--- config.mk ---
export PLATFORM = sky130hd
export DESIGN_NAME = strict_utf8_to_utf16_transcoder_flat
export DESIGN_NICKNAME = d
export VERILOG_FILES = /design/src/hdl/u8u16_pkg.sv /design/src/hdl/u8u16_byte_if.sv /design/src/hdl/u8u16_result_if.sv /design/src/hdl/u8u16_res_fifo.sv /design/src/hdl/u8u16_core.sv /design/src/hdl/strict_utf8_to_utf16_transcoder.sv /design/src/flat_wrapper.sv
export VERILOG_INCLUDE_DIRS = /design/src /design/src/hdl
export SDC_FILE = /design/constraint.sdc
export NUM_CORES = 1
export LEC_CHECK = 0
export BUFFER_PORTS_ARGS = -buffer_cell sky130_fd_sc_hd__buf_2
export CORE_MARGIN = 2
export CORE_UTILIZATION = 65
export CTS_BUF_LIST = sky130_fd_sc_hd__clkbuf_2
export CTS_CLUSTER_DIAMETER = 100
export DETAILED_ROUTE_END_ITERATION = 10
export GPL_ROUTABILITY_DRIVEN = 0
export PLACE_DENSITY = 0.92
export SLEW_MARGIN = 10
export SYNTH_ARGS = -nofsm -noshare
export SYNTH_HDL_FRONTEND = slang
export SYNTH_SLANG_ARGS = --single-unit
--- constraint.sdc ---
create_clock -name clk -period 11.4 [get_ports clk]
set_clock_uncertainty 0.1 [all_clocks]
set_input_delay 0 -clock clk [delete_from_list [all_inputs] [get_ports clk]]
set_output_delay 0 -clock clk [all_outputs]
set_load 0.02 [all_outputs]
--- src/hdl/strict_utf8_to_utf16_transcoder_assert.svh ---
// Assertion macros shared by the transcoder RTL.
// Depends on nothing; each module that checks itself includes this header.
`ifndef STRICT_UTF8_TO_UTF16_TRANSCODER_ASSERT_SVH
`define STRICT_UTF8_TO_UTF16_TRANSCODER_ASSERT_SVH

`ifndef SYNTHESIS
// The consequent must hold in the same cycle as the antecedent.
`define U8U16_ASSERT_IMP(name, ck, rs, ante, cons) \
  name: assert property (@(posedge ck) disable iff (rs) (ante) |-> (cons)) \
    else $error("u8u16 same-cycle check failed");
// The consequent must hold in the cycle after the antecedent.
`define U8U16_ASSERT_NEXT(name, ck, rs, ante, cons) \
  name: assert property (@(posedge ck) disable iff (rs) (ante) |=> (cons)) \
    else $error("u8u16 next-cycle check failed");
`else
`define U8U16_ASSERT_IMP(name, ck, rs, ante, cons)
`define U8U16_ASSERT_NEXT(name, ck, rs, ante, cons)
`endif

`endif

--- src/hdl/u8u16_pkg.sv ---
// Types and constants of the strict UTF-8 to UTF-16 transcoder.
// Depends on nothing; used by the decode core, the result queue and the top level.
package u8u16_pkg;

  localparam logic [8:0] MAX_OUTPUT_UNITS = 9'd256;
  localparam logic [8:0] CAP_RESET        = 9'd128;

  localparam int unsigned RES_DEPTH = 4;
  localparam int unsigned RES_PTR_W = $clog2(RES_DEPTH);
  localparam int unsigned RES_CNT_W = $clog2(RES_DEPTH + 1);

  localparam logic [7:0]  LEAD2_MIN   = 8'hC2;
  localparam logic [7:0]  LEAD2_MAX   = 8'hDF;
  localparam logic [7:0]  LEAD3_MIN   = 8'hE0;
  localparam logic [7:0]  LEAD3_MAX   = 8'hEF;
  localparam logic [7:0]  LEAD4_MIN   = 8'hF0;
  localparam logic [7:0]  LEAD4_MAX   = 8'hF4;
  localparam logic [20:0] CP_MAX      = 21'h10FFFF;
  localparam logic [20:0] SURR_LO     = 21'h00D800;
  localparam logic [20:0] SURR_HI     = 21'h00DFFF;
  localparam logic [20:0] SUPP_BASE   = 21'h010000;
  localparam logic [20:0] CP_SPACE    = 21'h000020;
  localparam logic [20:0] CP_DEL      = 21'h00007F;
  localparam logic [15:0] HIGH_SURR   = 16'hD800;
  localparam logic [15:0] LOW_SURR    = 16'hDC00;

  typedef enum logic [3:0] {
    ST_OK           = 4'd0,
    ST_BAD_LEAD     = 4'd1,
    ST_BAD_CONT     = 4'd2,
    ST_TRUNCATED    = 4'd3,
    ST_BAD_CP       = 4'd4,
    ST_CAPACITY     = 4'd5,
    ST_UNTERMINATED = 4'd6,
    ST_EMPTY        = 4'd7,
    ST_PADDING      = 4'd8
  } status_t;

  typedef struct packed {
    logic [15:0] out_unit;
    logic        is_status;
    status_t     status;
    logic        end_of_run;
  } result_t;

  // Up to two results written into the queue in one cycle.
  typedef struct packed {
    logic [1:0] num;
    result_t    r0;
    result_t    r1;
  } push_t;

endpackage

--- src/hdl/u8u16_byte_if.sv ---
// Input channel of the transcoder: one UTF-8 byte per handshake.
// Depends on nothing.
interface u8u16_byte_if;
  logic       valid;
  logic       ready;
  logic [7:0] in_byte;
  logic       last_byte;

  modport source (output valid, output in_byte, output last_byte, input ready);
  modport sink (input valid, input in_byte, input last_byte, output ready);
endinterface

--- src/hdl/u8u16_result_if.sv ---
// Output channel of the transcoder: one UTF-16 unit or status word per handshake.
// Depends on nothing.
interface u8u16_result_if;
  logic        valid;
  logic        ready;
  logic [15:0] out_unit;
  logic        is_status;
  logic [3:0]  status;
  logic        end_of_run;

  modport source (output valid, output out_unit, output is_status, output status,
                  output end_of_run, input ready);
  modport sink (input valid, input out_unit, input is_status, input status,
                input end_of_run, output ready);
endinterface

--- src/hdl/u8u16_res_fifo.sv ---
// Small result queue that takes up to two words per cycle and hands out one.
// Depends on u8u16_pkg, u8u16_result_if and the assertion header.
`include "strict_utf8_to_utf16_transcoder_assert.svh"

module u8u16_res_fifo (
  input  logic                   clk,
  input  logic                   rst,
  input  u8u16_pkg::push_t       push,
  output logic                   space_ok,
  u8u16_result_if.source         out_ch
);

  u8u16_pkg::result_t                  entries [u8u16_pkg::RES_DEPTH];
  logic [u8u16_pkg::RES_PTR_W-1:0]     wptr;
  logic [u8u16_pkg::RES_PTR_W-1:0]     rptr;
  logic [u8u16_pkg::RES_CNT_W-1:0]     count;
  logic [u8u16_pkg::RES_CNT_W-1:0]     count_next;
  logic                                pop;
  logic [u8u16_pkg::RES_PTR_W-1:0]     wptr_plus1;

  assign pop        = out_ch.valid && out_ch.ready;
  assign wptr_plus1 = wptr + u8u16_pkg::RES_PTR_W'(1);
  assign space_ok   = count <= u8u16_pkg::RES_CNT_W'(u8u16_pkg::RES_DEPTH - 2);
  assign count_next = count + u8u16_pkg::RES_CNT_W'(push.num)
                      - u8u16_pkg::RES_CNT_W'(pop);

  always_ff @(posedge clk) begin
    if (rst) begin
      wptr  <= '0;
      rptr  <= '0;
      count <= '0;
    end else begin
      wptr  <= wptr + u8u16_pkg::RES_PTR_W'(push.num);
      rptr  <= rptr + u8u16_pkg::RES_PTR_W'(pop);
      count <= count_next;
    end
  end

  always_ff @(posedge clk) begin
    if (push.num != 2'd0) begin
      entries[wptr] <= push.r0;
    end
    if (push.num == 2'd2) begin
      entries[wptr_plus1] <= push.r1;
    end
  end

  assign out_ch.valid      = count != '0;
  assign out_ch.out_unit   = entries[rptr].out_unit;
  assign out_ch.is_status  = entries[rptr].is_status;
  assign out_ch.status     = entries[rptr].status;
  assign out_ch.end_of_run = entries[rptr].end_of_run;

  `U8U16_ASSERT_IMP(a_count_bound, clk, rst, 1'b1, count <= u8u16_pkg::RES_CNT_W'(u8u16_pkg::RES_DEPTH))
  `U8U16_ASSERT_IMP(a_push_has_room, clk, rst, push.num != 2'd0, space_ok)
  `U8U16_ASSERT_IMP(a_push_width, clk, rst, 1'b1, push.num != 2'd3)
  `U8U16_ASSERT_NEXT(a_count_step, clk, rst, 1'b1, count == $past(count_next))

endmodule

--- src/hdl/u8u16_core.sv ---
// Decode core: input register, running UTF-8 decode state, capacity register
// and the combinational step that turns one byte into zero, one or two results.
// Depends on u8u16_pkg, u8u16_byte_if and the assertion header.
`include "strict_utf8_to_utf16_transcoder_assert.svh"

module u8u16_core (
  input  logic              clk,
  input  logic              rst,
  input  logic              cfg_wr_en,
  input  logic [8:0]        cfg_wr_data,
  input  logic              space_ok,
  output u8u16_pkg::push_t  push,
  u8u16_byte_if.sink        in_ch
);

  // Input register.
  logic        s1_valid;
  logic [7:0]  s1_byte;
  logic        s1_last;
  logic        process;

  // Configuration and per-field state.
  logic [8:0]           capacity;
  logic [20:0]          pcp;
  logic [20:0]          pcp_next;
  logic [1:0]           cont_left;
  logic [1:0]           cont_left_next;
  logic [2:0]           seq_len;
  logic [2:0]           seq_len_next;
  logic [8:0]           units;
  logic [8:0]           units_next;
  logic                 term_seen;
  logic                 term_seen_next;
  u8u16_pkg::status_t   first_err;
  u8u16_pkg::status_t   first_err_next;

  // Step logic.
  logic [8:0]           cap_eff;
  logic                 fin_en;
  logic [20:0]          fin_cp;
  logic [2:0]           fin_len;
  logic                 fin_bad;
  logic [20:0]          supp;
  u8u16_pkg::status_t   final_st;

  assign process     = s1_valid && space_ok;
  assign in_ch.ready = !s1_valid || space_ok;
  assign cap_eff     = (capacity > u8u16_pkg::MAX_OUTPUT_UNITS) ?
                       u8u16_pkg::MAX_OUTPUT_UNITS : capacity;

  always_ff @(posedge clk) begin
    if (rst) begin
      s1_valid <= 1'b0;
      capacity <= u8u16_pkg::CAP_RESET;
    end else begin
      if (in_ch.valid && in_ch.ready) begin
        s1_valid <= 1'b1;
      end else if (process) begin
        s1_valid <= 1'b0;
      end
      if (cfg_wr_en) begin
        capacity <= cfg_wr_data;
      end
    end
  end

  always_ff @(posedge clk) begin
    if (in_ch.valid && in_ch.ready) begin
      s1_byte <= in_ch.in_byte;
      s1_last <= in_ch.last_byte;
    end
  end

  always_ff @(posedge clk) begin
    if (rst) begin
      pcp       <= '0;
      cont_left <= '0;
      seq_len   <= '0;
      units     <= '0;
      term_seen <= 1'b0;
      first_err <= u8u16_pkg::ST_OK;
    end else if (process) begin
      pcp       <= pcp_next;
      cont_left <= cont_left_next;
      seq_len   <= seq_len_next;
      units     <= units_next;
      term_seen <= term_seen_next;
      first_err <= first_err_next;
    end
  end

  // Final status of a field, in priority order.
  always_comb begin
    if (first_err != u8u16_pkg::ST_OK) begin
      final_st = first_err;
    end else if (term_seen) begin
      final_st = (s1_byte != 8'd0) ? u8u16_pkg::ST_PADDING : u8u16_pkg::ST_OK;
    end else if (s1_byte != 8'd0) begin
      final_st = u8u16_pkg::ST_UNTERMINATED;
    end else if (cont_left != 2'd0) begin
      final_st = u8u16_pkg::ST_TRUNCATED;
    end else if (units == 9'd0) begin
      final_st = u8u16_pkg::ST_EMPTY;
    end else begin
      final_st = u8u16_pkg::ST_OK;
    end
  end

  always_comb begin
    pcp_next       = pcp;
    cont_left_next = cont_left;
    seq_len_next   = seq_len;
    units_next     = units;
    term_seen_next = term_seen;
    first_err_next = first_err;
    fin_en         = 1'b0;
    fin_cp         = '0;
    fin_len        = 3'd1;
    push           = '0;

    if (s1_last) begin
      pcp_next       = '0;
      cont_left_next = '0;
      seq_len_next   = '0;
      units_next     = '0;
      term_seen_next = 1'b0;
      first_err_next = u8u16_pkg::ST_OK;
      push.num       = 2'd1;
      push.r0.is_status  = 1'b1;
      push.r0.status     = final_st;
      push.r0.end_of_run = 1'b1;
    end else if (first_err != u8u16_pkg::ST_OK) begin
      // Errors are sticky until the field ends.
    end else if (term_seen) begin
      if (s1_byte != 8'd0) begin
        first_err_next = u8u16_pkg::ST_PADDING;
      end
    end else if (s1_byte == 8'd0) begin
      if (cont_left != 2'd0) begin
        first_err_next = u8u16_pkg::ST_TRUNCATED;
      end else if (units == 9'd0) begin
        first_err_next = u8u16_pkg::ST_EMPTY;
      end
      term_seen_next = 1'b1;
    end else if (cont_left != 2'd0) begin
      if (s1_byte[7:6] != 2'b10) begin
        first_err_next = u8u16_pkg::ST_BAD_CONT;
      end else begin
        pcp_next       = {pcp[14:0], s1_byte[5:0]};
        cont_left_next = cont_left - 2'd1;
        if (cont_left == 2'd1) begin
          fin_en  = 1'b1;
          fin_cp  = {pcp[14:0], s1_byte[5:0]};
          fin_len = seq_len;
        end
      end
    end else if (!s1_byte[7]) begin
      fin_en  = 1'b1;
      fin_cp  = {13'd0, s1_byte};
      fin_len = 3'd1;
    end else if (s1_byte >= u8u16_pkg::LEAD2_MIN && s1_byte <= u8u16_pkg::LEAD2_MAX) begin
      pcp_next       = {16'd0, s1_byte[4:0]};
      seq_len_next   = 3'd2;
      cont_left_next = 2'd1;
    end else if (s1_byte >= u8u16_pkg::LEAD3_MIN && s1_byte <= u8u16_pkg::LEAD3_MAX) begin
      pcp_next       = {17'd0, s1_byte[3:0]};
      seq_len_next   = 3'd3;
      cont_left_next = 2'd2;
    end else if (s1_byte >= u8u16_pkg::LEAD4_MIN && s1_byte <= u8u16_pkg::LEAD4_MAX) begin
      pcp_next       = {18'd0, s1_byte[2:0]};
      seq_len_next   = 3'd4;
      cont_left_next = 2'd3;
    end else begin
      first_err_next = u8u16_pkg::ST_BAD_LEAD;
    end

    // A completed code point is range-checked, then emitted if it fits.
    fin_bad = (fin_len == 3'd2 && fin_cp < 21'h000080) ||
              (fin_len == 3'd3 && fin_cp < 21'h000800) ||
              (fin_len == 3'd4 && fin_cp < u8u16_pkg::SUPP_BASE) ||
              (fin_cp > u8u16_pkg::CP_MAX) ||
              (fin_cp >= u8u16_pkg::SURR_LO && fin_cp <= u8u16_pkg::SURR_HI) ||
              (fin_cp < u8u16_pkg::CP_SPACE) || (fin_cp == u8u16_pkg::CP_DEL);
    supp = fin_cp - u8u16_pkg::SUPP_BASE;

    if (fin_en) begin
      seq_len_next = '0;
      pcp_next     = '0;
      if (fin_bad) begin
        first_err_next = u8u16_pkg::ST_BAD_CP;
      end else if (fin_cp < u8u16_pkg::SUPP_BASE) begin
        if ({1'b0, units} + 10'd1 >= {1'b0, cap_eff}) begin
          first_err_next = u8u16_pkg::ST_CAPACITY;
        end else begin
          push.num           = 2'd1;
          push.r0.out_unit   = fin_cp[15:0];
          push.r0.end_of_run = 1'b1;
          units_next         = units + 9'd1;
        end
      end else begin
        if ({1'b0, units} + 10'd2 >= {1'b0, cap_eff}) begin
          first_err_next = u8u16_pkg::ST_CAPACITY;
        end else begin
          push.num           = 2'd2;
          push.r0.out_unit   = u8u16_pkg::HIGH_SURR | {6'd0, supp[19:10]};
          push.r1.out_unit   = u8u16_pkg::LOW_SURR | {6'd0, supp[9:0]};
          push.r1.end_of_run = 1'b1;
          units_next         = units + 9'd2;
        end
      end
    end

    if (!process) begin
      push.num = 2'd0;
    end
  end

  `U8U16_ASSERT_NEXT(a_field_clears, clk, rst, process && s1_last, units == 9'd0 && !term_seen && first_err == u8u16_pkg::ST_OK)
  `U8U16_ASSERT_IMP(a_pair_is_units, clk, rst, push.num == 2'd2, !push.r0.is_status && !push.r1.is_status)
  `U8U16_ASSERT_IMP(a_no_units_after_err, clk, rst, process && first_err != u8u16_pkg::ST_OK, push.num == 2'd0 || s1_last)
  `U8U16_ASSERT_IMP(a_units_bound, clk, rst, 1'b1, units < u8u16_pkg::MAX_OUTPUT_UNITS)

endmodule

--- src/hdl/strict_utf8_to_utf16_transcoder.sv ---
// A byte accepted on in_ch is held in the input register; while the four-entry result
// queue has room it is decoded and its results, two for a surrogate pair, are written
// there and offered on out_ch. One UTF-8 byte per cycle is taken while there is room.
// Reset (rst, synchronous) clears decode state and the queue and sets capacity to 128.
// Top level of the strict UTF-8 to UTF-16 transcoder.
// Depends on u8u16_pkg, both channel interfaces, u8u16_core and u8u16_res_fifo.
module strict_utf8_to_utf16_transcoder (
  input  logic          clk,
  input  logic          rst,
  input  logic          cfg_wr_en,
  input  logic [8:0]    cfg_wr_data,
  u8u16_byte_if.sink    in_ch,
  u8u16_result_if.source out_ch
);

  u8u16_pkg::push_t push;
  logic             space_ok;

  u8u16_core u_core (
    .clk         (clk),
    .rst         (rst),
    .cfg_wr_en   (cfg_wr_en),
    .cfg_wr_data (cfg_wr_data),
    .space_ok    (space_ok),
    .push        (push),
    .in_ch       (in_ch)
  );

  u8u16_res_fifo u_fifo (
    .clk      (clk),
    .rst      (rst),
    .push     (push),
    .space_ok (space_ok),
    .out_ch   (out_ch)
  );

endmodule
--- src/flat_wrapper.sv ---
// flat-port wrapper written by rule: the top's interface ports become plain ports
module strict_utf8_to_utf16_transcoder_flat 
  (clk, rst, cfg_wr_en, cfg_wr_data, in_ch_valid, in_ch_in_byte, in_ch_last_byte, in_ch_ready, out_ch_valid, out_ch_out_unit, out_ch_is_status, out_ch_status, out_ch_end_of_run, out_ch_ready);
  u8u16_byte_if in_ch_i ();
  u8u16_result_if out_ch_i ();
  input  logic clk;
  input  logic rst;
  input  logic cfg_wr_en;
  input  logic [8:0] cfg_wr_data;
  input wire logic [$bits(in_ch_i.valid)-1:0] in_ch_valid;
  input wire logic [$bits(in_ch_i.in_byte)-1:0] in_ch_in_byte;
  input wire logic [$bits(in_ch_i.last_byte)-1:0] in_ch_last_byte;
  output wire logic [$bits(in_ch_i.ready)-1:0] in_ch_ready;
  output wire logic [$bits(out_ch_i.valid)-1:0] out_ch_valid;
  output wire logic [$bits(out_ch_i.out_unit)-1:0] out_ch_out_unit;
  output wire logic [$bits(out_ch_i.is_status)-1:0] out_ch_is_status;
  output wire logic [$bits(out_ch_i.status)-1:0] out_ch_status;
  output wire logic [$bits(out_ch_i.end_of_run)-1:0] out_ch_end_of_run;
  input wire logic [$bits(out_ch_i.ready)-1:0] out_ch_ready;
  assign in_ch_i.valid = in_ch_valid;
  assign in_ch_i.in_byte = in_ch_in_byte;
  assign in_ch_i.last_byte = in_ch_last_byte;
  assign in_ch_ready = in_ch_i.ready;
  assign out_ch_valid = out_ch_i.valid;
  assign out_ch_out_unit = out_ch_i.out_unit;
  assign out_ch_is_status = out_ch_i.is_status;
  assign out_ch_status = out_ch_i.status;
  assign out_ch_end_of_run = out_ch_i.end_of_run;
  assign out_ch_i.ready = out_ch_ready;
  strict_utf8_to_utf16_transcoder u_core (.clk(clk), .rst(rst), .cfg_wr_en(cfg_wr_en), .cfg_wr_data(cfg_wr_data), .in_ch(in_ch_i), .out_ch(out_ch_i));
endmodule
==> impl_metrics.toml <==
[status]
status = "finished, final reports clean"

[clock_network]
clk_latency_ns = 0.79
cts.sinks = 148
cts_tree = "yes"
clk_pin_slew_ns = 0.22
clock-root-buffer = "clkbuf_2"
h-tree-depth = 4
clk_path_buf_depth = 2
numCtsBuffers = 17

[synth]
synth_edf_count = 73
ys_ff_latch = 148
yosysUniqueCellTypes = 77
syn_area_per_cell_um2 = 9.78
syn_area_um2 = 8570
async_flop_share_pct = 0
synth-main-ff-cell = "dfxtp_1"
syn_nets = 929
netlist_instances = 876
yosysSeqAreaShare_pct = 43.1
synth_warnings = 0

[route]
ant_nets = 0
drtIter0Drc = 1460
wl_per_cell_um = 23.2
drc_errors = 0
vias_per_cell = 7.00
drt-total-wl_mm = 26.1
firstDrtPassIters = 10
vias = 7867

[timing]
setup_viol = 0
hold_viol_final = 0
rsz0062_at_grt = "no"
worst_pin_slew_ns = 1.25
final.period_utilization_pct = 46.8
period_minus_slack_ns = 5.33
holdWs_ns = 0.173
setup-tns-final_ns = 0
slew_headroom_pct = 16.6
clock.fmax_mhz = 187
slew_viol_final = 0

[pwr]
power.density_nw_per_um2 = 142
ir_drop_mv = 0.135
leakage_nw = 3.51

[grt]
track_usage_pct = 37.6
antenna_found_initial = 1
grt_pass1_vias = 7401
grt.overflow.total = 0
grt_max_degree = 54
grt_pass1_wl_mm = 40.9

[floorplan]
dieArea_um2 = 14100
rows = 41
coreArea_um2 = 12700
initial_core_util_pct = 67.4
die_height_um = 119
ioPinCount = 47
die_w_um = 119

[hold_path]
hp-class = "in -> reg"

[worst_setup_path]
critical_path.max_fanout = 20
start_kind = "register"
arrival_ns = 5.62
cp-end-kind = "register"
cp_data_required_time_ns = 11.69
critical_path_class = "reg -> reg"

[place]
dp_hpwl_mm = 16.6
io_buffer_count = 46

[final_layout]
nNetsFinal = 992
drive_above_1_share_pct = 14.0
area_growth_pct = 11.4
fillCellCount = 823

[flow_run]
drv_cap = 0
==> worst max-delay path, cell delays in order (launching register included) <==
cell and delay [ns]:
dfxtp_1 0.38, or4_4 0.61, nor4_2 0.74, nand2_1 0.22
ha_1 0.23, nand2_1 0.08, nor3_1 0.08, nand4_1 0.10
and3_1 0.54, nand3_2 0.54, nor2_2 0.62, nor2_2 0.14
inv_1 0.55
==> state kept, by name, indices dropped and copies added, names as in the netlist <==
name	count
u_core.u_core.term_seen	1
u_core.u_core.s1_byte	8
u_core.u_core.s1_last	1
u_core.u_core.cont_left	2
u_core.u_fifo.rptr	2
u_core.u_core.units	9
u_core.u_fifo.entries	88
u_core.u_core.first_err	4
u_core.u_core.pcp	15
u_core.u_fifo.wptr	2
u_core.u_core.capacity	9
u_core.u_fifo.count	3
u_core.u_core.s1_valid	1
u_core.u_core.seq_len	3
==> cell usage after synthesis (8+ instances only) <==
| cell type | instances | area (um^2) |
|---|---|---|
| nand2_1 | 80 | 300 |
| nor2_1 | 78 | 293 |
| dfxtp_1 | 75 | 1500 |
| edfxtp_1 | 73 | 2190 |
| o21ai_0 | 47 | 235 |
| clkbuf_1 | 45 | 169 |
| a21oi_1 | 43 | 215 |
| ha_1 | 29 | 363 |
| nand2b_1 | 27 | 169 |
| nand3_1 | 27 | 135 |
| mux2i_1 | 26 | 260 |
| a22o_1 | 24 | 210 |
| nor2b_1 | 24 | 150 |
| mux4_2 | 22 | 495 |
| nor3_1 | 22 | 110 |
| inv_1 | 20 | 75.1 |
| nand4_1 | 14 | 87.6 |
| xor2_1 | 10 | 87.6 |
| and3_1 | 9 | 56.3 |
| nor4_1 | 9 | 56.3 |
| o22ai_1 | 9 | 56.3 |
| o31ai_1 | 9 | 67.6 |
| or4_1 | 9 | 67.6 |
| xnor2_1 | 9 | 78.8 |
| and2_1 | 8 | 50.1 |
| nor2_2 | 8 | 50.1 |
| or3_1 | 8 | 50.1 |
==> metal layers <==
| metal | share of wire (%) | global-route usage [%] |
|---|---|---|
| met3 | 14 | 9.82 |
| met5 | 0.046 | 0 |
| met2 | 45 | 59.2 |
| met4 | 5.7 | 17.0 |
| met1 | 36 | 49.0 |
==> path summary, 6_finish.rpt <==
kind                                              startpoint                      endpoint  cells past startpoint  slack [ns]
worst max register to register    u_core.u_core.first_err[3]  u_core.u_fifo.entries[3][14]                     12        6.07
worst min register to register  u_core.u_fifo.entries[0][19]  u_core.u_fifo.entries[0][19]                      2        0.38
worst max-delay path              u_core.u_core.first_err[3]  u_core.u_fifo.entries[3][14]                     12        6.07
worst min-delay path                               cfg_wr_en     u_core.u_core.capacity[7]                      4        0.17
==> cell type report <==
class / instances / area [um^2] / area share [%]
clock inverter: 12 / 130 / 1.36
sequential: 148 / 3690 / 38.7
tap: 172 / 215 / 2.25
multi-input combinational: 642 / 4480 / 46.9
inverter: 21 / 78.8 / 0.826
timing repair buffer: 109 / 851 / 8.91
antenna: 1 / 2.50 / 0.0262
clock buffer: 19 / 95.1 / 0.996
==> repair_timing <==
item / CTS / global route
setup buffers: 0 / 0
setup endpoints to repair: 0 / 0
gates resized for setup: 0 / 0
hold endpoints to repair: 64 / 0
hold buffers: 59 / 0
==> layout by cell type, fill, tap and decap left out, types with 9 or more instances in the layout <==
cell type,Yosys,layout
a21oi_1,43,42
nand4_1,14,14
xnor2_1,9,9
clkbuf_2,0,19
o31ai_1,9,9
ha_1,29,29
dlygate4sd3_1,0,59
nand2_1,80,80
xor2_1,10,10
mux4_2,22,22
nor4_1,9,9
nor3_1,22,22
nor2_1,78,78
mux2i_1,26,26
buf_2,4,46
inv_1,20,20
o21ai_0,47,47
and3_1,9,9
edfxtp_1,73,73
o22ai_1,9,9
a22o_1,24,24
nor2b_1,24,24
dfxtp_1,75,75
or4_1,9,9
nand2b_1,27,27
nand3_1,27,27
==> per-stage QoR <==
| stage | power (mW) | worst slack (ns) | cell area [um^2] | utilization [%] | std cells |
|---|---|---|---|---|---|
| 2_1_floorplan | 0.921 | 7.18 | 8570 | - | 876 |
| 3_3_place_gp | 1.00 | 6.53 | 8730 | 68.6 | 1033 |
| 3_5_place_dp | 1.02 | 6.28 | 8730 | 68.6 | 1033 |
| 4_1_cts | 1.32 | 6.19 | 9540 | 75.0 | 1123 |
| 5_1_grt | 1.40 | 5.72 | 9550 | 75.0 | 1124 |
| 6_report | 1.35 | 6.07 | 9550 | 75.0 | 1124 |
==> cells by family (layout without fill, tap and decap cells) <==
logic type               count (synthesis)  after routing  share of synthesized area (%)
adder cells (fa/ha/maj)                 30             30                           4.47
multiplexers                            49             49                           8.95
flip-flops                             148            148                           43.1
AO/OA/AOI/OAI                          199            199                           16.1
buffers and inverters                   86            161                           4.66
AND/OR/NAND/NOR                        345            345                           20.8
other                                    0              1                              0
XOR/XNOR                                19             19                           1.94
==> report_power, final <==
group / total (mW) / switching (mW) / leakage, nW / internal [mW]
combinational: 0.415 / 0.248 / 2.04 / 0.167
sequential: 0.638 / 0.0429 / 1.33 / 0.595
clock: 0.302 / 0.200 / 0.134 / 0.102
total: 1.35 / 0.490 / 3.51 / 0.864
No activity file was read; power rests on OpenSTA's default activity.
